**src/hdl/uartrb_pkg.sv**
```systemverilog
`timescale 1ns / 1ps
`default_nettype none

package uartrb_pkg;

    // ring depths
    localparam int RX_DEPTH = 128;
    localparam int TX_DEPTH = 128;

    localparam int RX_PTR_W  = $clog2(RX_DEPTH);
    localparam int RX_FILL_W = $clog2(RX_DEPTH + 1);
    localparam int TX_PTR_W  = $clog2(TX_DEPTH);
    localparam int TX_FILL_W = $clog2(TX_DEPTH + 1);

    // width of burst_len + tx fill
    localparam int TX_SUM_W = ((TX_FILL_W > 8) ? TX_FILL_W : 8) + 1;

    localparam logic [RX_FILL_W-1:0] RX_FULL     = RX_FILL_W'(RX_DEPTH);
    localparam logic [RX_FILL_W-1:0] RX_ONE_LEFT = RX_FILL_W'(RX_DEPTH - 1);
    localparam logic [RX_PTR_W-1:0]  RX_LAST_PTR = RX_PTR_W'(RX_DEPTH - 1);
    localparam logic [TX_FILL_W-1:0] TX_FULL     = TX_FILL_W'(TX_DEPTH);
    localparam logic [TX_PTR_W-1:0]  TX_LAST_PTR = TX_PTR_W'(TX_DEPTH - 1);
    localparam logic [TX_SUM_W-1:0]  TX_ROOM     = TX_SUM_W'(TX_DEPTH);

    typedef enum logic [2:0] {
        OP_RX_BYTE   = 3'd0,
        OP_HOST_READ = 3'd1,
        OP_TX_BYTE   = 3'd2,
        OP_TX_READY  = 3'd3,
        OP_OVF_CLEAR = 3'd4
    } opcode_t;

    typedef enum logic {
        ST_IDLE,
        ST_POP
    } state_t;

    typedef struct packed {
        logic [2:0] opcode;
        logic [7:0] byte_in;
        logic       line_error;
        logic [7:0] burst_len;
        logic       burst_first;
    } item_t;

    typedef struct packed {
        logic [7:0] read_byte;
        logic       read_valid;
        logic       tx_accepted;
        logic [7:0] line_byte;
        logic       line_valid;
        logic       tx_request;
        logic [7:0] rx_level;
        logic       rx_empty;
        logic       overflow_seen;
        logic [7:0] tx_level;
    } result_t;

endpackage

`default_nettype wire

```
**src/hdl/uart_rx_tx_ring_buffers_unit.sv**
```systemverilog
`timescale 1ns / 1ps
`default_nettype none

// buffered uart receive/transmit ring stores between a serial line and a host.
// each request carries one operation: byte received, host read, transmit byte,
// transmitter ready or read-clear overflow, and gives exactly one result with
// the popped byte (if any) and the status after the operation. both stores are
// single synchronous memories with a registered read; an operation that
// does not pop a byte loads its result into the output register as it is
// accepted, while a host read or transmitter-ready event that pops a byte
// first waits in a pop state for the memory read. one request is in flight
// at a time; a result waits in an output register so the next request is
// taken as soon as that register is free or draining. store contents are
// undefined after reset and need no clearing pass: only entries counted in
// the fill are ever read, so the block takes requests right after reset.

module uart_rx_tx_ring_buffers_unit
    import uartrb_pkg::*;
(
    input  wire logic    clk,
    input  wire logic    rst_n,
    input  wire logic    item_valid,
    output logic         item_stall,
    input  wire item_t   item,
    output logic         result_valid,
    input  wire logic    result_stall,
    output result_t      result
);

    // ring pointers, fills and flags
    logic [RX_PTR_W-1:0]  rx_head_reg, rx_head_next;
    logic [RX_PTR_W-1:0]  rx_tail_reg, rx_tail_next;
    logic [RX_FILL_W-1:0] rx_fill_reg, rx_fill_next;
    logic [TX_PTR_W-1:0]  tx_head_reg, tx_head_next;
    logic [TX_PTR_W-1:0]  tx_tail_reg, tx_tail_next;
    logic [TX_FILL_W-1:0] tx_fill_reg, tx_fill_next;
    logic                 ovf_reg, ovf_next;
    logic                 irq_reg, irq_next;
    logic                 rej_reg, rej_next;

    state_t  state_reg, state_next;
    result_t pend_reg;

    logic    accept;
    logic    pop;
    result_t res;
    logic    ovf_out;
    logic [TX_SUM_W-1:0] burst_need;

    // memory ports
    logic       rx_we, rx_re;
    logic       tx_we, tx_re;
    logic [7:0] rx_rdata, tx_rdata;

    // output stage
    logic    out_load;
    result_t out_load_data;
    logic    out_free;

    assign accept     = item_valid && !item_stall;
    assign burst_need = TX_SUM_W'(item.burst_len) + TX_SUM_W'(tx_fill_reg);

    // operation decode and state update, all decided at accept
    always_comb
    begin
        rx_head_next = rx_head_reg;
        rx_tail_next = rx_tail_reg;
        rx_fill_next = rx_fill_reg;
        tx_head_next = tx_head_reg;
        tx_tail_next = tx_tail_reg;
        tx_fill_next = tx_fill_reg;
        ovf_next     = ovf_reg;
        irq_next     = irq_reg;
        rej_next     = rej_reg;
        rx_we        = 1'b0;
        rx_re        = 1'b0;
        tx_we        = 1'b0;
        tx_re        = 1'b0;
        pop          = 1'b0;
        res          = '0;
        ovf_out      = ovf_reg;

        if (accept)
        begin
            case (item.opcode)
                OP_RX_BYTE:
                begin
                    // error bytes and bytes arriving at a full store are dropped
                    if (!item.line_error && (rx_fill_reg < RX_FULL))
                    begin
                        rx_we        = 1'b1;
                        rx_head_next = (rx_head_reg == RX_LAST_PTR) ? '0 :
                                       rx_head_reg + 1'b1;
                        rx_fill_next = rx_fill_reg + 1'b1;
                        if (rx_fill_reg == RX_ONE_LEFT)
                        begin
                            ovf_next = 1'b1;
                        end
                    end
                end
                OP_HOST_READ:
                begin
                    if (rx_fill_reg != '0)
                    begin
                        rx_re          = 1'b1;
                        pop            = 1'b1;
                        res.read_valid = 1'b1;
                        rx_tail_next   = (rx_tail_reg == RX_LAST_PTR) ? '0 :
                                         rx_tail_reg + 1'b1;
                        rx_fill_next   = rx_fill_reg - 1'b1;
                    end
                end
                OP_TX_BYTE:
                begin
                    // whole burst checked for room on its first item
                    if (item.burst_first)
                    begin
                        if (burst_need > TX_ROOM)
                        begin
                            rej_next = 1'b1;
                        end
                        else
                        begin
                            rej_next = 1'b0;
                            irq_next = 1'b1;
                        end
                    end
                    if (!rej_next)
                    begin
                        res.tx_accepted = 1'b1;
                        // overlong burst: excess bytes dropped, still accepted
                        if (tx_fill_reg < TX_FULL)
                        begin
                            tx_we        = 1'b1;
                            tx_head_next = (tx_head_reg == TX_LAST_PTR) ? '0 :
                                           tx_head_reg + 1'b1;
                            tx_fill_next = tx_fill_reg + 1'b1;
                        end
                    end
                end
                OP_TX_READY:
                begin
                    if (irq_reg)
                    begin
                        if (tx_fill_reg != '0)
                        begin
                            tx_re          = 1'b1;
                            pop            = 1'b1;
                            res.line_valid = 1'b1;
                            tx_tail_next   = (tx_tail_reg == TX_LAST_PTR) ? '0 :
                                             tx_tail_reg + 1'b1;
                            tx_fill_next   = tx_fill_reg - 1'b1;
                        end
                        else
                        begin
                            irq_next = 1'b0;
                        end
                    end
                end
                OP_OVF_CLEAR:
                begin
                    ovf_next = 1'b0;
                end
                default:
                begin
                    // unused codes report status only
                end
            endcase

            // read-clear reports the flag as it stood before clearing
            ovf_out = (item.opcode == OP_OVF_CLEAR) ? ovf_reg : ovf_next;
        end

        res.tx_request    = irq_next;
        res.rx_level      = 8'(rx_fill_next);
        res.rx_empty      = (rx_fill_next == '0);
        res.overflow_seen = ovf_out;
        res.tx_level      = 8'(tx_fill_next);
    end

    always_ff @(posedge clk or negedge rst_n)
    begin
        if (!rst_n)
        begin
            rx_head_reg <= '0;
            rx_tail_reg <= '0;
            rx_fill_reg <= '0;
            tx_head_reg <= '0;
            tx_tail_reg <= '0;
            tx_fill_reg <= '0;
            ovf_reg     <= 1'b0;
            irq_reg     <= 1'b0;
            rej_reg     <= 1'b0;
            state_reg   <= ST_IDLE;
        end
        else
        begin
            rx_head_reg <= rx_head_next;
            rx_tail_reg <= rx_tail_next;
            rx_fill_reg <= rx_fill_next;
            tx_head_reg <= tx_head_next;
            tx_tail_reg <= tx_tail_next;
            tx_fill_reg <= tx_fill_next;
            ovf_reg     <= ovf_next;
            irq_reg     <= irq_next;
            rej_reg     <= rej_next;
            state_reg   <= state_next;
        end
    end

    // status of a popping request, held while the byte comes out of memory
    always_ff @(posedge clk)
    begin
        if (accept && pop)
        begin
            pend_reg <= res;
        end
    end

    // next state
    always_comb
    begin
        state_next = state_reg;
        unique case (state_reg)
            ST_IDLE:
            begin
                if (accept && pop)
                begin
                    state_next = ST_POP;
                end
            end
            ST_POP:
            begin
                state_next = ST_IDLE;
            end
            default:
            begin
                state_next = ST_IDLE;
            end
        endcase
    end

    // outputs of the sequencer
    always_comb
    begin
        item_stall    = 1'b1;
        out_load      = 1'b0;
        out_load_data = res;
        unique case (state_reg)
            ST_IDLE:
            begin
                item_stall    = !out_free;
                out_load      = accept && !pop;
                out_load_data = res;
            end
            ST_POP:
            begin
                // output slot is empty here: nothing was loaded at accept
                item_stall              = 1'b1;
                out_load                = 1'b1;
                out_load_data           = pend_reg;
                out_load_data.read_byte = pend_reg.read_valid ? rx_rdata : '0;
                out_load_data.line_byte = pend_reg.line_valid ? tx_rdata : '0;
            end
            default:
            begin
                item_stall = 1'b1;
                out_load   = 1'b0;
            end
        endcase
    end

    uartrb_ram #(
        .DEPTH (RX_DEPTH),
        .WIDTH (8)
    ) u_rx_ram (
        .clk     (clk),
        .wr_en   (rx_we),
        .wr_addr (rx_head_reg),
        .wr_data (item.byte_in),
        .rd_en   (rx_re),
        .rd_addr (rx_tail_reg),
        .rd_data (rx_rdata)
    );

    uartrb_ram #(
        .DEPTH (TX_DEPTH),
        .WIDTH (8)
    ) u_tx_ram (
        .clk     (clk),
        .wr_en   (tx_we),
        .wr_addr (tx_head_reg),
        .wr_data (item.byte_in),
        .rd_en   (tx_re),
        .rd_addr (tx_tail_reg),
        .rd_data (tx_rdata)
    );

    uartrb_out u_out (
        .clk       (clk),
        .rst_n     (rst_n),
        .load      (out_load),
        .load_data (out_load_data),
        .stall     (result_stall),
        .valid     (result_valid),
        .data      (result),
        .free      (out_free)
    );

endmodule

`default_nettype wire

```
**src/hdl/uartrb_ram.sv**
```systemverilog
`timescale 1ns / 1ps
`default_nettype none

module uartrb_ram #(
    parameter int DEPTH = 128,
    parameter int WIDTH = 8
) (
    input  wire logic                     clk,
    input  wire logic                     wr_en,
    input  wire logic [$clog2(DEPTH)-1:0] wr_addr,
    input  wire logic [WIDTH-1:0]         wr_data,
    input  wire logic                     rd_en,
    input  wire logic [$clog2(DEPTH)-1:0] rd_addr,
    output logic      [WIDTH-1:0]         rd_data
);

    logic [WIDTH-1:0] mem [DEPTH];

    always_ff @(posedge clk)
    begin
        if (wr_en)
        begin
            mem[wr_addr] <= wr_data;
        end
    end

    always_ff @(posedge clk)
    begin
        if (rd_en)
        begin
            rd_data <= mem[rd_addr];
        end
    end

endmodule

`default_nettype wire

```
**src/hdl/uartrb_out.sv**
```systemverilog
`timescale 1ns / 1ps
`default_nettype none

module uartrb_out
    import uartrb_pkg::*;
(
    input  wire logic    clk,
    input  wire logic    rst_n,
    input  wire logic    load,
    input  wire result_t load_data,
    input  wire logic    stall,
    output logic         valid,
    output result_t      data,
    output logic         free
);

    logic    valid_reg;
    logic    valid_next;
    result_t data_reg;

    // slot can take a new result when empty or being drained this cycle
    assign free = !valid_reg || !stall;

    always_comb
    begin
        valid_next = valid_reg;
        if (load)
        begin
            valid_next = 1'b1;
        end
        else if (valid_reg && !stall)
        begin
            valid_next = 1'b0;
        end
    end

    always_ff @(posedge clk or negedge rst_n)
    begin
        if (!rst_n)
        begin
            valid_reg <= 1'b0;
        end
        else
        begin
            valid_reg <= valid_next;
        end
    end

    always_ff @(posedge clk)
    begin
        if (load)
        begin
            data_reg <= load_data;
        end
    end

    assign valid = valid_reg;
    assign data  = data_reg;

endmodule

`default_nettype wire

```
**config.mk**
```make
export PLATFORM = sky130hd
export DESIGN_NAME = uart_rx_tx_ring_buffers_unit
export DESIGN_NICKNAME = d
export VERILOG_FILES = /design/src/hdl/uartrb_pkg.sv /design/src/hdl/uart_rx_tx_ring_buffers_unit.sv /design/src/hdl/uartrb_ram.sv /design/src/hdl/uartrb_out.sv
export SDC_FILE = /design/constraint.sdc
export NUM_CORES = 2
export LEC_CHECK = 0
export BUFFER_PORTS_ARGS = -buffer_cell sky130_fd_sc_hd__buf_2
export CORE_ASPECT_RATIO = 0.6
export CORE_MARGIN = 2
export CORE_UTILIZATION = 33
export DETAILED_ROUTE_END_ITERATION = 10
export PLACE_DENSITY = 0.43
export SLEW_MARGIN = 20
export SYNTH_ARGS = -nofsm -noshare
export SYNTH_HDL_FRONTEND = slang
export SYNTH_HIERARCHICAL = 1
export SYNTH_SLANG_ARGS = --single-unit
export TNS_END_PERCENT = 1
```
**constraint.sdc**
```tcl
create_clock -name clk -period 5.7 [get_ports clk]
set_input_delay 1.425 -clock clk [delete_from_list [all_inputs] [get_ports clk]]
set_output_delay 1.425 -clock clk [all_outputs]
set_load 0.03 [all_outputs]
```
# Yosys cells after proc, flatten, opt, wreduce, memory -nomap -nowiden
# Memory sizes are Yosys's and may differ from the RTL's. A register that Yosys moved wholly into a read port is not among the register bits.
# Cells that the tools add are included.
word_totals:
  reg_bits: 109
  ramBits: 2048
  n_memories: 2
memory_table:
  columns: ["memory", "depth", "width", "rd", "rd_ports_with_merged_regs", "write_ports", "line_no", "text"]
  rows:
  - ["u_rx_ram.mem", 128, 8, 1, 1, 1, "uartrb_ram.sv:17", "logic [WIDTH-1:0] mem [DEPTH];"]
  - ["u_tx_ram.mem", 128, 8, 1, 1, 1, "uartrb_ram.sv:17", null]
op_classes:
  n_addsub: 9
  n_lt_le_gt_ge: 3
  eq_ne: 9
  mux: 59
  bitwise: 2
  n_reduce_logical: 22
ops:
  columns: ["op", "n"]
  rows:
  - ["$mux 8", 10]
  - ["$pmux 38 s2", 1]
  - ["$mux 1", 35]
  - ["$pmux 8 s2", 2]
  - ["$add 7x1->7 const B", 4]
  - ["$eq 7x7->1 const B", 4]
  - ["$mux 7", 4]
  - ["$add 8x1->8 const B", 2]
  - ["$lt 8x8->1 const B", 2]
  - ["$reduce_bool 8->1", 2]
  - ["$sub 8x1->8 const B", 2]
  - ["$pmux 1 s2", 6]
  - ["$add 8x8->9", 1]
  - ["$gt 9x8->1 const B", 1]
  - ["$eq 8x7->1 const B", 1]
  - ["$logic_not 8->1", 1]
  - ["$reduce_and 4->1", 2]
  - ["$eq 3x2->1 const B", 2]
  - ["$logic_not 1->1", 6]
  - ["$reduce_and 3->1", 2]
  - ["$logic_and 1x1->1", 5]
  - ["$eq 3x1->1 const B", 1]
  - ["$eq 3x3->1 const B", 1]
  - ["$logic_not 3->1", 1]
  - ["5 further kinds", 6]

# Logic depth before layout (Yosys ltp)
depth:
  word_depth: 12
  depth_mapped: 13

# Cells and area by module
# Netlist, hierarchy kept.
by_module_without_submodules:
  columns: ["mod", "n_inst", "cells_each", "area_per_inst_um2", "seq_area_each_um2"]
  rows:
  - ["uartrb_ram", 2, 1635, 39745.6, 30989.7]
  - ["uart_rx_tx_ring_buffers_unit", 1, 474, 4414.2, 1861.8]
  - ["uartrb_out", 1, 41, 1177.4, 1166.1]

# Least setup slack after synthesis
# Ideal clock, no wire load.
synth_path:
  path_kind: "input to register"
  start: "input port item[1] in the netlist's numbering"
  end: "memory u_tx_ram.mem[110][0], enable pin"
  setup_time_ns: 0.370
  arrival_ns: 4.798
  t_required_ns: 5.330
  slack_ns: 0.531
  cell_stages: 13
  n_path_buf: 3
  cell_sequence: "ha_1 > fa_1 > xor2_1 > a2111oi_0 > o21a_1 > o2111ai_1 > a311oi_2 > buf_2 > clkbuf_1 > nor2b_1 > nand3_1 > clkbuf_1 > nor2_1"
synth_via:
  elab_chain_cells: 11
synth_rtl:
  columns: ["element", "line_no", "text"]
  rows:
  - ["start, declared", "uart_rx_tx_ring_buffers_unit.sv:24", "input wire item_t item,"]
  - ["$add 8x8->9", "uart_rx_tx_ring_buffers_unit.sv:61", "assign burst_need = TX_SUM_W'(item.burst_len) + TX_SUM_W'(tx_fill_reg);"]
  - ["$gt 9x8->1", "uart_rx_tx_ring_buffers_unit.sv:118", "if (burst_need > TX_ROOM)"]
  - ["$mux 1", "uart_rx_tx_ring_buffers_unit.sv:118", null]
  - ["$mux 1", "uart_rx_tx_ring_buffers_unit.sv:116", "if (item.burst_first)"]
  - ["$mux 1", "uart_rx_tx_ring_buffers_unit.sv:85", "case (item.opcode)"]
  - ["$mux 1", "uart_rx_tx_ring_buffers_unit.sv:83", "if (accept)"]
  - ["$mux 1", "uart_rx_tx_ring_buffers_unit.sv:128", "if (!rej_next)"]
  - ["$mux 1", "uart_rx_tx_ring_buffers_unit.sv:85", null]
  - ["$mux 1", "uart_rx_tx_ring_buffers_unit.sv:83", null]
  - ["named net tx_we", "uart_rx_tx_ring_buffers_unit.sv:52", "logic tx_we, tx_re;"]
  - ["$mux 1", "uartrb_ram.sv:21", "if (wr_en)"]
  - ["$mux 1 (not written as such)", "uartrb_ram.sv:23", "mem[wr_addr] <= wr_data;"]
  - ["end, declared", "uartrb_ram.sv:17", null]
# The timed path passes the listed nets, and every way through them passes these cells. The select of a mux whose other input is x is not followed.

# Worst setup path in the final report
layout_path:
  start: "input port item[1] in the netlist's numbering"
  end: "memory u_tx_ram.mem[102][4], enable pin"
layout_via:
  elab_chain_cells: 11
layout_rtl:
  columns: ["element", "line_no"]
  rows:
  - ["$add 8x8->9", "uart_rx_tx_ring_buffers_unit.sv:61"]
  - ["$gt 9x8->1", "uart_rx_tx_ring_buffers_unit.sv:118"]
  - ["$mux 1", "uart_rx_tx_ring_buffers_unit.sv:118"]
  - ["$mux 1", "uart_rx_tx_ring_buffers_unit.sv:116"]
  - ["$mux 1", "uart_rx_tx_ring_buffers_unit.sv:85"]
  - ["$mux 1", "uart_rx_tx_ring_buffers_unit.sv:83"]
  - ["$mux 1", "uart_rx_tx_ring_buffers_unit.sv:128"]
  - ["$mux 1", "uart_rx_tx_ring_buffers_unit.sv:85"]
  - ["$mux 1", "uart_rx_tx_ring_buffers_unit.sv:83"]
  - ["$mux 1", "uartrb_ram.sv:21"]
  - ["$mux 1 (not written as such)", "uartrb_ram.sv:23"]
# Every way passes these cells. The select of a mux whose other input is x is not followed.

==> impl_metrics.toml <==
[power_and_ir_drop]
powerDensity_mw_per_mm2 = 407.0
worst_ir_drop_vdd_mv = 0.2613
p_leak_nw = 30.44

[timing]
fin_crit_sh = 0.7762
fin_tns_setup_ps = 0
hold_slack_ps = 484.3
maxClockFrequency_mhz = 226.0
worst_pin_slew_ps = 1052
hold_viol_final = 0
final-setup-viol-count = 0
rsz_0062_raised_after_global_routing = "false"
timing_max_transition_violations_final = 0
finalCriticalPeriod_ps = 4424
clock-skew-final_ps = 69.21
slew_headroom = 0.2984

[critical_path]
regToRegEndpoint = "u_tx_ram/mem[102][4]$_DFFE_PP_"
critPathSlowestCell = "sky130_fd_sc_hd__a2111oi_0"
worstRegToRegCells = 13
worstPathArrival_ps = 4940
timing.critical_path.to = "u_tx_ram/mem[102][4]$_DFFE_PP_"
crit_type = "primary input to flop"
rrSetupSlack_ps = 1370
worstPathMaxFanout = 22
max_stage_delay_ps = 430
cp-start-kind = "primary input"
critPathMostFrequentCell = "sky130_fd_sc_hd__buf_4"
crit_path_cells = "buf_2 -> ha_1 -> fa_1 -> and3_1 -> a2111oi_0 -> o21a_1 -> o2111ai_1 -> a311oi_4 -> buf_12 -> nand4_1 -> buf_4 -> nor3_1 -> buf_4"
worst-endpoint-required_ps = 6220
crit_path_start = "item[1]"
worstSetupEndpointType = "flop"
critical_path.reg2reg.startpoint = "tx_fill_reg[0]$_DFF_PN0_"

[final_layout]
ff_latch_area_sq_mm = 0.06504
layout_common_cells = "sky130_fd_sc_hd__edfxtp_1 (2124), sky130_fd_sc_hd__mux4_2 (672), sky130_fd_sc_hd__buf_4 (339)"
fraction_of_final_layout_cells_sized_beyond_drive_strength_1 = 0.3283
commonest_non_fill_non_tap_cell_in_the_layout = "sky130_fd_sc_hd__edfxtp_1"
num-nets-final = 4280
fillCellCount = 23050
final-instance-count-excl-fill = 7844
multi_input_area_sq_mm = 0.01913
final_area_sq_mm = 0.09877
synthToLayoutAreaGrowth_pct = 16.09

[place]
dpl_cell_area_sq_mm = 0.09204
buffer_ports.inserted = 64
gpl.final_weighted_congestion = 0.7862
dp_hpwl_mm = 156.8
placedCellCount = 7449

[logic_synthesis]
mappedNetlistArea_sq_mm = 0.08508
synth_cell_types = 79
synth_sequential_area_ratio = 0.7640
ys_dominant_reg_cell = "sky130_fd_sc_hd__edfxtp_1"
yosys.area.top_type_share = 0.7496
netlist_top_cells_area = "sky130_fd_sc_hd__edfxtp_1 (75%), sky130_fd_sc_hd__mux4_2 (18%), sky130_fd_sc_hd__dfrtp_1 (1.4%)"
fraction_of_synthesized_cell_area_in_xor_and_xnor_cells = 0.001647
dominant_combinational_cell_family_by_area_after_synthesis = "multiplexers"
synth_simple_gate_area_share = 0.02897
synth_compound_gate_area_share = 0.009779
yosys.area_share.adder = 0.002882
synth_seq_cells = 2173
synth-edff-count = 2124
synth.net_count = 3829
yosys.area.top_type = "sky130_fd_sc_hd__edfxtp_1"
muxShareOfSynthArea = 0.1814
yosys_warnings = 6
gate_count_of_the_mapped_netlist = 3785
syn_area_per_cell_sq_um = 22.48
async_reset_ff_frac = 0.02255

[global_route]
grt_antenna_before_repair = 36
use_met1 = 0.3102
groute.layer.met2.usage = 0.2315
grt.met3_usage = 0.05749
global_route.usage.total = 0.1855
grt.overflow.total = 0
grt_most_used_layer = "met1"
first_global_vias = 40760
grt_start_max_net_pins = 123
grt_pass1_wl_mm = 339.7

[clocking]
clkSinkCount = 2173
worst_skew_pair.late_latency_ps = 870
cts.path.max_buffers = 4
tritoncts_clock_tree = "built"
cts_root_buffer = "sky130_fd_sc_hd__clkbuf_16"
cts.htree.levels = 4
ctsResizeCount = 0
cts_made_buffers = 216
worst_setup_hold_path_clk_slew_ps = 60
post_cts_hold_buffer_count = 0
postCtsSetupRepairBufs = 0

[worst_hold_path]
worst_hold_path.num_cells = 2
min-delay-path-class = "flop to flop"

[routing]
first_pass_iters = 5
detail_route.drc_violations = 0
initialDrtViolationCount = 5149
detail_route.vias_per_cell = 5.287
route.detailed.wl_per_inst_microns = 31.30
detail-route-antenna-nets = 0
routed-via-count = 41480
route.final.wire_length_mm = 245.5

[floorplan]
core_area_sq_mm = 0.2566
std_cell_rows = 144
die-area_sq_mm = 0.2620
chipHeight_microns = 397.3
dieWidth_microns = 659.5
start_util = 0.3316
io-pin-count = 65

[outcome]
status = "finished clean"

[job]
maxCapViolCount = 0
cells in the mapped netlist (4+ instances only):
cell type                     n
sky130_fd_sc_hd__a211oi_1     4
sky130_fd_sc_hd__nand2b_1     8
sky130_fd_sc_hd__xnor2_1     14
sky130_fd_sc_hd__o22ai_1      4
sky130_fd_sc_hd__ha_1        18
sky130_fd_sc_hd__clkbuf_1   101
sky130_fd_sc_hd__a22oi_1      4
sky130_fd_sc_hd__nand3_1     48
sky130_fd_sc_hd__o211ai_1     4
sky130_fd_sc_hd__edfxtp_1  2124
sky130_fd_sc_hd__and3_1      23
sky130_fd_sc_hd__dfrtp_1     49
sky130_fd_sc_hd__o21ai_0     19
sky130_fd_sc_hd__a21o_1       8
sky130_fd_sc_hd__inv_1       19
sky130_fd_sc_hd__nor2b_1     15
sky130_fd_sc_hd__nand4_1     16
sky130_fd_sc_hd__o21ai_1      7
sky130_fd_sc_hd__or3_1       11
sky130_fd_sc_hd__mux4_2     672
sky130_fd_sc_hd__a21oi_1     17
sky130_fd_sc_hd__buf_4       22
sky130_fd_sc_hd__nor3b_1      5
sky130_fd_sc_hd__buf_1       38
sky130_fd_sc_hd__buf_2       34
sky130_fd_sc_hd__nor3_1      32
sky130_fd_sc_hd__o31ai_1      6
sky130_fd_sc_hd__nand2_1     89
sky130_fd_sc_hd__nor2_1     271
sky130_fd_sc_hd__mux2_2      24
routing by layer:
layer / vias up / wire length [microns]
li1: 16950 / -
met1: 22670 / 124100
met2: 1595 / 93810
met3: 255 / 23830
met4: 4 / 3791
met5: - / 21
report_power, final:
part | switching (W) | internal, W | total, W
Clock | 0.00610 | 0.00778 | 0.0139
Combinational | 0.00447 | 0.00369 | 0.00816
Sequential | 0.000427 | 0.0177 | 0.0182
worst max-delay path, delay by kind of cell:
kind                       cells  cell delay (ps)
adders and majority gates      2              640
and+or+nand+nor                3              710
AOI/OAI and AO/OA              4             1240
buffers and inverters          4              870
worst min path at each step:
stage,from,end
6_report,rej_reg$_DFFE_PN0P_,rej_reg$_DFFE_PN0P_
5_1_grt,rst_n,u_out/valid$_DFFE_PN0P_
4_1_cts,rst_n,rx_tail_reg[6]$_DFFE_PN0P_
3_5_place_dp,rej_reg$_DFFE_PN0P_,rej_reg$_DFFE_PN0P_
3_3_place_gp,rej_reg$_DFFE_PN0P_,rej_reg$_DFFE_PN0P_
2_1_floorplan,rej_reg$_DFFE_PN0P_,rej_reg$_DFFE_PN0P_
final cells by class:
class,count,area share
repair buffers,430,0.03544
clock inverters,115,0.009767
multi-input cells,1394,0.1937
diodes,8,0.0002027
clock buffers,272,0.05812
well taps,3431,0.04346
flip-flops and latches,2173,0.6585
inverters,21,0.0007981
metrics by stage:
step / utilization / setup slack (ps) / total power, W
finish: 0.3850 / 1276 / 0.04020
detailed placement: 0.3588 / 531.7 / 0.02675
CTS: 0.3849 / 1349 / 0.04073
global route: 0.3849 / 1207 / 0.04172
floorplan: - / 531.2 / 0.02361
global placement: 0.3588 / 575.7 / 0.02677
cell families after synthesis:
kind of cell / count (synthesis)
flops: 2173
mux: 699
simple gates: 544
buf+inv: 218
compound gates: 116
fa+ha+maj: 19
xor+xnor: 16
No activity file was read; power rests on OpenSTA's default activity.
